==> src/design/websocket_short_frame_handler_macros.svh <==
// Assertion macros for the websocket short frame handler.
`ifndef WEBSOCKET_SHORT_FRAME_HANDLER_MACROS_SVH
`define WEBSOCKET_SHORT_FRAME_HANDLER_MACROS_SVH

`ifndef NO_ASSERTIONS

// Clocked property, disabled while reset is high.
`define WSF_ASSERT(label, clk, rst, prop, msg) \
  label: assert property (@(posedge clk) disable iff (rst) prop) else $error(msg);

// Clocked property, checked during reset as well.
`define WSF_ASSERT_ALWAYS(label, clk, prop, msg) \
  label: assert property (@(posedge clk) prop) else $error(msg);

`else

`define WSF_ASSERT(label, clk, rst, prop, msg)
`define WSF_ASSERT_ALWAYS(label, clk, prop, msg)

`endif

`endif

==> src/design/wsf_pkg.sv <==
`timescale 1ns / 1ps

package wsf_pkg;

  localparam logic [6:0] LONG_LENGTH_CODE = 7'd126;

  localparam logic [2:0] VERDICT_IGNORE  = 3'd0;
  localparam logic [2:0] VERDICT_CLOSE   = 3'd1;
  localparam logic [2:0] VERDICT_REPLY   = 3'd2;
  localparam logic [2:0] VERDICT_FORWARD = 3'd3;
  localparam logic [2:0] VERDICT_ERROR   = 3'd4;

  localparam logic [3:0] OPCODE_CLOSE = 4'h8;
  localparam logic [3:0] OPCODE_PING  = 4'h9;
  localparam logic [3:0] OPCODE_PONG  = 4'hA;
  localparam logic [7:0] FLAGS_BINARY_FINAL = 8'h82;

  localparam logic [7:0] POS_LENGTH     = 8'd1;
  localparam logic [7:0] POS_PAYLOAD    = 8'd6;
  localparam logic [7:0] POS_SATURATED  = 8'd255;
  localparam logic [8:0] HEADER_BYTES   = 9'd6;

  typedef struct packed {
    logic [7:0] tx_byte;
    logic       tx_valid;
    logic       frame_done;
    logic [2:0] verdict;
  } wsf_result_t;

endpackage

==> src/design/wsf_rx_if.sv <==
`timescale 1ns / 1ps

interface wsf_rx_if;
  logic       valid;
  logic       ready;
  logic [7:0] rx_byte;
  logic       rx_last;

  modport source (output valid, output rx_byte, output rx_last, input ready);
  modport sink (input valid, input rx_byte, input rx_last, output ready);
endinterface

==> src/design/wsf_tx_if.sv <==
`timescale 1ns / 1ps

interface wsf_tx_if;
  logic       valid;
  logic       ready;
  logic [7:0] tx_byte;
  logic       tx_valid;
  logic       frame_done;
  logic [2:0] verdict;

  modport source (output valid, output tx_byte, output tx_valid, output frame_done,
                  output verdict, input ready);
  modport sink (input valid, input tx_byte, input tx_valid, input frame_done,
                input verdict, output ready);
endinterface

==> src/design/wsf_decode.sv <==
`timescale 1ns / 1ps
`include "websocket_short_frame_handler_macros.svh"

module wsf_decode (
  input  logic               clk,
  input  logic               rst,
  input  logic               accept,
  input  logic [7:0]         rx_byte,
  input  logic               rx_last,
  output logic               emit,
  output wsf_pkg::wsf_result_t result
);

  logic [7:0]  byte_position;
  logic [7:0]  flags_seen;
  logic [6:0]  payload_length;
  logic [31:0] mask_key;
  logic        error_seen;

  logic [7:0]  payload_index;
  logic [8:0]  total;
  logic [7:0]  mask_byte;
  logic [2:0]  verdict_next;

  assign payload_index = byte_position - wsf_pkg::POS_PAYLOAD;
  assign total = {1'b0, byte_position} + 9'd1;

  always_comb begin
    case (payload_index[1:0])
      2'd0:    mask_byte = mask_key[7:0];
      2'd1:    mask_byte = mask_key[15:8];
      2'd2:    mask_byte = mask_key[23:16];
      default: mask_byte = mask_key[31:24];
    endcase
  end

  always_comb begin
    if (total < wsf_pkg::HEADER_BYTES || error_seen ||
        {2'b00, payload_length} != total - wsf_pkg::HEADER_BYTES) begin
      verdict_next = wsf_pkg::VERDICT_ERROR;
    end else if (flags_seen[3]) begin
      case (flags_seen[3:0])
        wsf_pkg::OPCODE_CLOSE: verdict_next = wsf_pkg::VERDICT_CLOSE;
        wsf_pkg::OPCODE_PING:  verdict_next = wsf_pkg::VERDICT_REPLY;
        wsf_pkg::OPCODE_PONG:  verdict_next = wsf_pkg::VERDICT_IGNORE;
        default:               verdict_next = wsf_pkg::VERDICT_ERROR;
      endcase
    end else if (flags_seen == wsf_pkg::FLAGS_BINARY_FINAL) begin
      verdict_next = wsf_pkg::VERDICT_FORWARD;
    end else begin
      verdict_next = wsf_pkg::VERDICT_ERROR;
    end
  end

  always_comb begin
    result = '0;
    if (byte_position == 8'd0) begin
      result.tx_valid = 1'b1;
      if (rx_byte[3] && rx_byte[3:0] == wsf_pkg::OPCODE_PING) begin
        result.tx_byte = {rx_byte[7:4], wsf_pkg::OPCODE_PONG};
      end else begin
        result.tx_byte = rx_byte;
      end
    end else if (byte_position == wsf_pkg::POS_LENGTH) begin
      result.tx_valid = 1'b1;
      result.tx_byte  = {1'b0, rx_byte[6:0]};
    end else if (byte_position >= wsf_pkg::POS_PAYLOAD &&
                 payload_index < {1'b0, payload_length}) begin
      result.tx_valid = 1'b1;
      result.tx_byte  = rx_byte ^ mask_byte;
    end
    if (rx_last) begin
      result.frame_done = 1'b1;
      result.verdict    = verdict_next;
    end
  end

  assign emit = result.tx_valid || result.frame_done;

  always_ff @(posedge clk) begin
    if (rst) begin
      byte_position  <= '0;
      flags_seen     <= '0;
      payload_length <= '0;
      mask_key       <= '0;
      error_seen     <= 1'b0;
    end else if (accept) begin
      if (rx_last) begin
        byte_position  <= '0;
        flags_seen     <= '0;
        payload_length <= '0;
        mask_key       <= '0;
        error_seen     <= 1'b0;
      end else begin
        case (byte_position)
          8'd0: flags_seen <= rx_byte;
          8'd1: begin
            payload_length <= rx_byte[6:0];
            error_seen     <= (rx_byte[6:0] >= wsf_pkg::LONG_LENGTH_CODE);
          end
          8'd2: mask_key[7:0]   <= rx_byte;
          8'd3: mask_key[15:8]  <= rx_byte;
          8'd4: mask_key[23:16] <= rx_byte;
          8'd5: mask_key[31:24] <= rx_byte;
          default: ;
        endcase
        if (byte_position != wsf_pkg::POS_SATURATED) begin
          byte_position <= byte_position + 8'd1;
        end
      end
    end
  end

  `WSF_ASSERT(a_pos_clear_after_last, clk, rst,
    (accept && rx_last) |=> (byte_position == 8'd0 && error_seen == 1'b0),
    "frame state not cleared after last byte")

  `WSF_ASSERT(a_pos_advance, clk, rst,
    (accept && !rx_last && byte_position != wsf_pkg::POS_SATURATED) |=>
      (byte_position == $past(byte_position) + 8'd1),
    "byte position did not advance")

  `WSF_ASSERT(a_verdict_only_when_done, clk, rst,
    (!result.frame_done) |-> (result.verdict == wsf_pkg::VERDICT_IGNORE),
    "verdict set without frame end")

  `WSF_ASSERT(a_mask_bytes_silent, clk, rst,
    (byte_position >= 8'd2 && byte_position < wsf_pkg::POS_PAYLOAD) |->
      !result.tx_valid,
    "mask byte produced output")

endmodule

==> src/design/wsf_out_reg.sv <==
`timescale 1ns / 1ps
`include "websocket_short_frame_handler_macros.svh"

module wsf_out_reg (
  input  logic                 clk,
  input  logic                 rst,
  input  logic                 in_valid,
  output logic                 in_ready,
  input  logic                 load,
  input  wsf_pkg::wsf_result_t in_result,
  output logic                 out_valid,
  input  logic                 out_ready,
  output wsf_pkg::wsf_result_t out_result
);

  logic                 valid;
  wsf_pkg::wsf_result_t data;

  assign in_ready   = !valid || out_ready;
  assign out_valid  = valid;
  assign out_result = data;

  always_ff @(posedge clk) begin
    if (rst) begin
      valid <= 1'b0;
    end else if (in_ready) begin
      valid <= in_valid && load;
    end
  end

  always_ff @(posedge clk) begin
    if (in_ready && in_valid && load) begin
      data <= in_result;
    end
  end

  `WSF_ASSERT(a_load_sets_valid, clk, rst,
    (in_valid && in_ready && load) |=> valid,
    "loaded transfer not held")

  `WSF_ASSERT(a_silent_item_drains, clk, rst,
    (in_valid && in_ready && !load) |=> !valid,
    "stale result after item without output")

  `WSF_ASSERT_ALWAYS(a_reset_empty, clk,
    rst |=> !valid,
    "output register not empty after reset")

endmodule

==> src/design/websocket_short_frame_handler.sv <==
`timescale 1ns / 1ps
// WebSocket short frame handler.
// rx: one received client frame byte per transfer (rx_byte, rx_last marks the
//   final byte of the message). Wire order: flags, length, four mask bytes,
//   payload of up to 125 bytes.
// tx: one transfer per outgoing byte and/or frame end. tx_valid marks a frame
//   byte (flags with ping rewritten to pong, 7-bit length, unmasked payload);
//   frame_done marks the result of the last input byte and carries verdict:
//   0 ignore, 1 reply then close, 2 reply, 3 forward, 4 error. Mask bytes and
//   surplus payload bytes not marked last produce no transfer.
// Each result is registered: it appears on tx in the cycle after its byte is accepted.
// Throughput: one byte per cycle unless tx stalls, set by the single output
//   register; the decode logic between frame state and register is one short pass.
// Stall: while a result waits on tx.ready, rx.ready is low; when tx.ready is
//   high a new byte is taken in the same cycle the held result leaves.
// Reset (rst, synchronous): frame state clears to the start of a frame and
//   the output register empties.
module websocket_short_frame_handler (
  input  logic clk,
  input  logic rst,
  wsf_rx_if.sink   rx,
  wsf_tx_if.source tx
);

  logic                 accept;
  logic                 emit;
  logic                 in_ready;
  wsf_pkg::wsf_result_t result;
  wsf_pkg::wsf_result_t out_result;

  assign rx.ready = in_ready;
  assign accept   = rx.valid && in_ready;

  wsf_decode u_decode (
    .clk     (clk),
    .rst     (rst),
    .accept  (accept),
    .rx_byte (rx.rx_byte),
    .rx_last (rx.rx_last),
    .emit    (emit),
    .result  (result)
  );

  wsf_out_reg u_out_reg (
    .clk        (clk),
    .rst        (rst),
    .in_valid   (rx.valid),
    .in_ready   (in_ready),
    .load       (emit),
    .in_result  (result),
    .out_valid  (tx.valid),
    .out_ready  (tx.ready),
    .out_result (out_result)
  );

  assign tx.tx_byte    = out_result.tx_byte;
  assign tx.tx_valid   = out_result.tx_valid;
  assign tx.frame_done = out_result.frame_done;
  assign tx.verdict    = out_result.verdict;

endmodule

==> src/flat_wrapper.sv <==
// flat-port wrapper written by rule: the top's interface ports become plain ports
module websocket_short_frame_handler_flat 
  (clk, rst, rx_valid, rx_rx_byte, rx_rx_last, rx_ready, tx_valid, tx_tx_byte, tx_tx_valid, tx_frame_done, tx_verdict, tx_ready);
  wsf_rx_if rx_i ();
  wsf_tx_if tx_i ();
  input  logic clk;
  input  logic rst;
  input wire logic [$bits(rx_i.valid)-1:0] rx_valid;
  input wire logic [$bits(rx_i.rx_byte)-1:0] rx_rx_byte;
  input wire logic [$bits(rx_i.rx_last)-1:0] rx_rx_last;
  output wire logic [$bits(rx_i.ready)-1:0] rx_ready;
  output wire logic [$bits(tx_i.valid)-1:0] tx_valid;
  output wire logic [$bits(tx_i.tx_byte)-1:0] tx_tx_byte;
  output wire logic [$bits(tx_i.tx_valid)-1:0] tx_tx_valid;
  output wire logic [$bits(tx_i.frame_done)-1:0] tx_frame_done;
  output wire logic [$bits(tx_i.verdict)-1:0] tx_verdict;
  input wire logic [$bits(tx_i.ready)-1:0] tx_ready;
  assign rx_i.valid = rx_valid;
  assign rx_i.rx_byte = rx_rx_byte;
  assign rx_i.rx_last = rx_rx_last;
  assign rx_ready = rx_i.ready;
  assign tx_valid = tx_i.valid;
  assign tx_tx_byte = tx_i.tx_byte;
  assign tx_tx_valid = tx_i.tx_valid;
  assign tx_frame_done = tx_i.frame_done;
  assign tx_verdict = tx_i.verdict;
  assign tx_i.ready = tx_ready;
  websocket_short_frame_handler u_core (.clk(clk), .rst(rst), .rx(rx_i), .tx(tx_i));
endmodule
==> config.mk <==
export PLATFORM = sky130hd
export DESIGN_NAME = websocket_short_frame_handler_flat
export DESIGN_NICKNAME = d
export VERILOG_FILES = /design/src/design/wsf_pkg.sv /design/src/design/wsf_rx_if.sv /design/src/design/wsf_tx_if.sv /design/src/design/wsf_decode.sv /design/src/design/wsf_out_reg.sv /design/src/design/websocket_short_frame_handler.sv /design/src/flat_wrapper.sv
export VERILOG_INCLUDE_DIRS = /design/src /design/src/design
export SDC_FILE = /design/constraint.sdc
export NUM_CORES = 1
export LEC_CHECK = 0
export BUFFER_PORTS_ARGS = -buffer_cell sky130_fd_sc_hd__buf_2
export CAP_MARGIN = 30
export CORE_MARGIN = 5
export CORE_UTILIZATION = 30
export DETAILED_ROUTE_END_ITERATION = 8
export GPL_ROUTABILITY_DRIVEN = 0
export PLACE_DENSITY = 0.53
export SYNTH_ARGS = -nofsm -noshare
export SYNTH_HDL_FRONTEND = slang
export SYNTH_SLANG_ARGS = --single-unit
==> constraint.sdc <==
create_clock -name clk -period 3.7 [get_ports clk]
set_clock_uncertainty 0.05 [all_clocks]
set_input_delay 0.37 -clock clk [delete_from_list [all_inputs] [get_ports clk]]
set_output_delay 0.37 -clock clk [all_outputs]
set_load 0.01 [all_outputs]
---- Word level (Yosys, flattened, before mapping) ----
Index checks and enable logic that the tools add are counted.
word-level totals
  output and inout port bits .............. 15
  bits in latches ......................... 0
  input port bits ......................... 13
  bits in read-only memories .............. 0
  logic and storage cells ................. 88
  flip-flop bits (word level) ............. 70
  memories kept ........................... 0
  RAM bits ................................ 0
operators by class
  $lt $le $gt $ge ......................... 4
  add/subtract/negate cells ............... 4
  multipliers ............................. 0
  div/mod/pow operators ................... 0
  bitwise gates (word level) .............. 2
  mux-type cells .......................... 23
  shift operators ......................... 0
  equal/unequal tests ..................... 14
  reductions and logical operators ........ 27
operator list
  kind                                                                                  number
  8-bit two-way mux                                                                     8
  32-bit two-way mux                                                                    1
  9-bit two-way mux                                                                     3
  8-bit case mux with 3 select lines                                                    1
  4-bit == test (second input constant)                                                 4
  8-bit by 2-bit == test with 1-bit output (second input constant)                      2
  8-bit by 3-bit == test with 1-bit output (second input constant)                      2
  7-bit two-way mux                                                                     2
  2-bit AND reduction                                                                   7
  2-bit nonzero test                                                                    7
  8-bit by 1-bit adder with 9-bit output (second input constant)                        1
  9-bit by 3-bit < comparator with 1-bit output (second input constant)                 1
  3-bit two-way mux                                                                     3
  7-bit by 9-bit inequality test with 1-bit output                                      1
  3-bit case mux with 3 select lines                                                    1
  9-bit by 3-bit subtractor with 9-bit output (second input constant)                   1
  8-bit by 1-bit adder with 8-bit output (second input constant)                        1
  8-bit by 1-bit == test with 1-bit output (second input constant)                      1
  8-bit == test (second input constant)                                                 1
  8-bit by 3-bit greater-or-equal comparator with 1-bit output (second input constant)  1
  8-bit zero test                                                                       1
  8-bit by 7-bit < comparator with 1-bit output                                         1
  4-bit two-way mux                                                                     2
  8-bit inequality test (second input constant)                                         1
  other kinds (12)                                                                      20

---- Depth between registers and ports, before layout ----
  word-level depth ........................ 9
  mapped depth ............................ 10
  mapped depth without buffers ............ 9

---- By module ----
From an unflattened synthesis, not the netlist that was laid out.
unflattened totals
  cells, all modules ...................... 420
  area, all modules ....................... 3868.7 um^2
by module, submodules not included
  module                         instances  area each (um^2)  sequential area each (um^2)  cells each
  wsf_decode                     1          3409.5            1121.1                       401
  wsf_out_reg                    1          452.9             410.4                        18
  websocket_short_frame_handler  1          6.3               0.0                          1

---- Worst setup path before layout ----
Ideal clock, no wire load.
  path type ............................... reg-to-reg
  start point ............................. register u_core.u_decode.byte_position[1]
  end point ............................... register u_core.u_out_reg.data (netlist bit u_core.u_out_reg.out_result[0]), enable pin
  buffers on the path ..................... 1
  stages on the path, launching flop included .. 11
  path slack .............................. 0.759 ns
  arrival time ............................ 2.504 ns
  clock period less this slack ............ 2.941 ns
  cells stage by stage .................... dfxtp_1 > ha_1 > clkbuf_1 > nor3_1 > xor2_1 > ha_1 > o21ai_0 > a21oi_1 > o21ai_0 > a21oi_1 > a21oi_1
on the way
  longest elaborated chain between the ends .. 8
RTL lines
  what                                           line               source
  from (decl)                                    wsf_decode.sv:14   logic [7:0] byte_position;
  from (signal assigned)                         wsf_decode.sv:108  byte_position <= byte_position + 8'd1;
  8-bit by 3-bit subtractor with 8-bit output    wsf_decode.sv:25   assign payload_index = byte_position - wsf_pkg::POS_PAYLOAD;
  8-bit by 7-bit < comparator with 1-bit output  wsf_decode.sv:68   payload_index < {1'b0, payload_length}) begin
  1-bit logical AND                              wsf_decode.sv:67   end else if (byte_position >= wsf_pkg::POS_PAYLOAD &&
  9-bit two-way mux                              wsf_decode.sv:67
  9-bit two-way mux                              wsf_decode.sv:64   end else if (byte_position == wsf_pkg::POS_LENGTH) begin
  9-bit two-way mux *                            wsf_decode.sv:57   if (byte_position == 8'd0) begin
  1-bit logical OR *                             wsf_decode.sv:78   assign emit = result.tx_valid || result.frame_done;
  1-bit logical AND *                            wsf_out_reg.sv:32  if (in_ready && in_valid && load) begin
  to (signal assigned)                           wsf_out_reg.sv:33  data <= in_result;
  to (decl)                                      wsf_out_reg.sv:17  wsf_pkg::wsf_result_t data;
Every way passes the cells marked *; elsewhere a longest branch is shown, timed or not.
A chain may end at the register's enable or synchronous reset.

---- Final worst setup path ----
  start point ............................. register u_core.u_decode.byte_position[0]
  end point ............................... register u_core.u_out_reg.data (netlist bit u_core.u_out_reg.out_result[1]), data pin
on the way
  longest elaborated chain between the ends .. 5
RTL lines
  what                                                                                                                 line                                source
  8-bit by 1-bit adder with 9-bit output *                                                                             wsf_decode.sv:26                    assign total = {1'b0, byte_position} + 9'd1;
  9-bit by 3-bit subtractor with 9-bit output / 9-bit by 3-bit < comparator with 1-bit output (equally long branches)  wsf_decode.sv:39, wsf_decode.sv:38
  7-bit by 9-bit inequality test with 1-bit output / 1-bit logical OR (equally long branches)                          wsf_decode.sv:39, wsf_decode.sv:38
  1-bit logical OR *                                                                                                   wsf_decode.sv:38                    if (total < wsf_pkg::HEADER_BYTES || error_seen ||
  2-bit OR reduction (no line) *                                                                                       n/a
Marks and branches as above.

==> out/metrics.csv <==
stage;metric;value;unit
outcome;outcome;finished clean;
setup_path;path_cells;ha_1 -> xor2_1 -> ha_1 -> xor2_1 -> or4_1 -> nor3_1 -> nand4_1 -> a21oi_1;
global_routing;antenna_found_initial;0;
yosys;netlist_instances;410;
clocking;post_cts_buffers;0;
routing;ant_nets;0;
yosys;synth_most_common_cell;nor2_1;
yosys;synth_area_leaders;dfxtp_1 (30%), mux2i_1 (13%), edfxtp_1 (10%), nor2_1 (7.5%), ha_1 (4.6%);
setup_path;worstReg2RegStart;u_core.u_decode.byte_position[0]$_SDFFE_PP0P_;
routing;post_drt_wl_per_cell;16.0;µm
setup_path;required;3.84;ns
floorplan;dieArea;14900;µm²
timing;worstMarginPinSlew;0.715;ns
routing;vias;2997;
setup_path;arrival;3.19;ns
global_routing;gr-total-overflow;0;
finish;antennaDiodeCount;0;
finish;multi_input_area;2100;µm²
floorplan;core_area;12500;µm²
pwr;p_per_area;462;nW/µm²
setup_path;critPathMaxStageDelay;0.55;ns
clocking;cts.clk_slew.worst_paths;0.06;ns
yosys;synth_flop_cell;dfxtp_1;
setup_path;crit_path_end_kind;flop;
clocking;cts_buffers;9;
yosys;syn_avg_cell_area;9.22;µm²
setup_path;slowest_stage;ha_1;
clocking;cts_htree_levels;3;
clocking;cts_hold_buf;0;
finish;fill_cells;1301;
routing;dr.pass1.iters;5;
floorplan;rows;41;
min_path;min-delay-start;rx_rx_byte[2];
setup_path;path_class;flop to flop;
pwr;leakagePower;1.66;nW
timing;setup_viol;0;
routing;viasPerCell;4.93;
global_routing;grt_pass1_vias;2917;
yosys;postSynth.asyncResetShare;0;%
placement;io_buffers;27;
routing;drt_iter0_drc;259;
floorplan;die_h;122;µm
clocking;ctsResizeCount;0;
yosys;yosysTopAreaCell;dfxtp_1;
yosys;synth_cell_types;57;
placement;dpl_worst_slack;0.667;ns
routing;wl;9740;µm
timing;timing.fmax;328;MHz
timing;rsz0062_at_grt;false;
floorplan;start_util;30.3;%
yosys;synth_warnings;0;
floorplan;io_pins;28;
yosys;synth_top_area_share;30.2;%
min_path;hp-class;input pin to flop;
timing;period_needed;3.05;ns
timing;tns;0;ns
yosys;synth_seq_area_share;40.5;%
floorplan;die_w;122;µm
finish;area_growth;17.1;%
finish;drive_gt1_share;14.0;%
flow_run;drv_cap;0;
timing;slew_viol_final;0;
yosys;yosys_register_bits;70;
setup_path;crit_path_max_fanout;12;
clocking;clock_latency;0.34;ns
clocking;clockBufferDepth;2;
setup_path;startpoint;u_core.u_decode.byte_position[0]$_SDFFE_PP0P_;
clocking;cts_tree;built;
yosys;synth_area;3780;µm²
timing;fin_crit_sh;82.4;%
global_routing;grt_usage;13.7;%
yosys;synth_nets;437;
timing;setup_ws;0.650;ns
setup_path;start_kind;flop;
timing;hold_viol;0;
clocking;cts_root_buffer;clkbuf_16;
pwr;ir_worst_vdd;0.239;mV
yosys;synth-edff-count;13;
global_routing;grt_pass1_wl;15800;µm
routing;drc;0;
placement;hpwlAfterDp;6980;µm
finish;fin_nets;458;
finish;final-seq-area;1530;µm²
clocking;cts_sinks;70;
yosys;ys_top_cells_by_count;nor2_1 (76), dfxtp_1 (57), mux2i_1 (48);
global_routing;grt_max_degree;48;
timing;slew_headroom;52.2;%
cell usage in the layout, fill, tap and decap left out, types with 9 or more instances in the layout:
master and n:
nand2_1 13, nor2_1 76, nor2b_1 9, mux2i_1 48, clkbuf_16 9, o21ai_0 14, ha_1 14, buf_2 27
edfxtp_1 13, inv_1 13, xnor2_1 18, dfxtp_1 57, a21oi_1 26, nor3_1 9
registers in the layout, summed over array words and instances, names as in the netlist:
register                        count
u_core.u_decode.flags_seen          8
u_core.u_decode.byte_position       8
u_core.u_out_reg.out_result        13
u_core.u_decode.error_seen          1
u_core.u_decode.mask_key           32
u_core.u_out_reg.out_valid          1
u_core.u_decode.payload_length      7
layout make-up:
cell class | instances | area share, %
well taps | 172 | 4.86
clock buffers | 9 | 5.09
multi-input cells | 305 | 47.5
clock inverters | 7 | 2.71
flip-flops and latches | 70 | 34.6
inverters | 14 | 1.19
repair buffers | 31 | 4.01
critical path: cells and delay by family (launching register included):
family          cells  cell delay [ns]
simple gates        3             0.88
compound gates      1             0.16
flops               1             0.53
fa+ha+maj           2             0.84
xor+xnor            2             0.44
per-layer routing:
| metal | global-route usage, % | vias up | part of all wire (%) |
|---|---|---|---|
| met5 | 0 | - | 0 |
| met4 | 5.32 | 0 | 1.8 |
| met3 | 2.30 | 17 | 2.8 |
| met2 | 22.2 | 52 | 48 |
| met1 | 18.2 | 1431 | 47 |
| li1 | - | 1497 | - |
through the flow:
stage / hold slack [ns] / power, mW / area (µm²) / utilization [%] / std cells
CTS: 0.276 / 2.07 / 4430 / 35.5 / 608
global placement: 0.419 / 1.05 / 4060 / 32.6 / 591
global route: 0.289 / 2.12 / 4430 / 35.5 / 608
finish: 0.292 / 2.05 / 4430 / 35.5 / 608
floorplan: 0.398 / 0.984 / 3780 / - / 410
detailed placement: 0.430 / 1.06 / 4080 / 32.7 / 592
final timing paths:
path	to	cells after the start	slack, ns
setup / recovery	u_core.u_out_reg.out_result[1]$_SDFFCE_PP0P_	8	0.65
hold / removal	u_core.u_decode.error_seen$_SDFFE_PP0P_	3	0.29
setup reg to reg	u_core.u_out_reg.out_result[1]$_SDFFCE_PP0P_	8	0.65
hold reg to reg	u_core.u_decode.flags_seen[7]$_SDFFE_PP0P_	2	0.44
logic make-up after synthesis:
kind of cell,Yosys count,synth area share [%]
fa+ha+maj,14,4.63
flops,70,40.5
mux,48,12.7
simple gates,143,18.9
xor+xnor,24,5.56
buf+inv,35,3.84
compound gates,76,13.8
report_power, final:
group / internal, mW / switching [mW] / leakage [nW] / total, mW
registers: 0.809 / 0.0160 / 0.588 / 0.825
clock network: 0.662 / 0.347 / 0.168 / 1.01
logic: 0.0813 / 0.131 / 0.900 / 0.213
total: 1.55 / 0.494 / 1.66 / 2.05
Power figures use the tool's default switching activity.
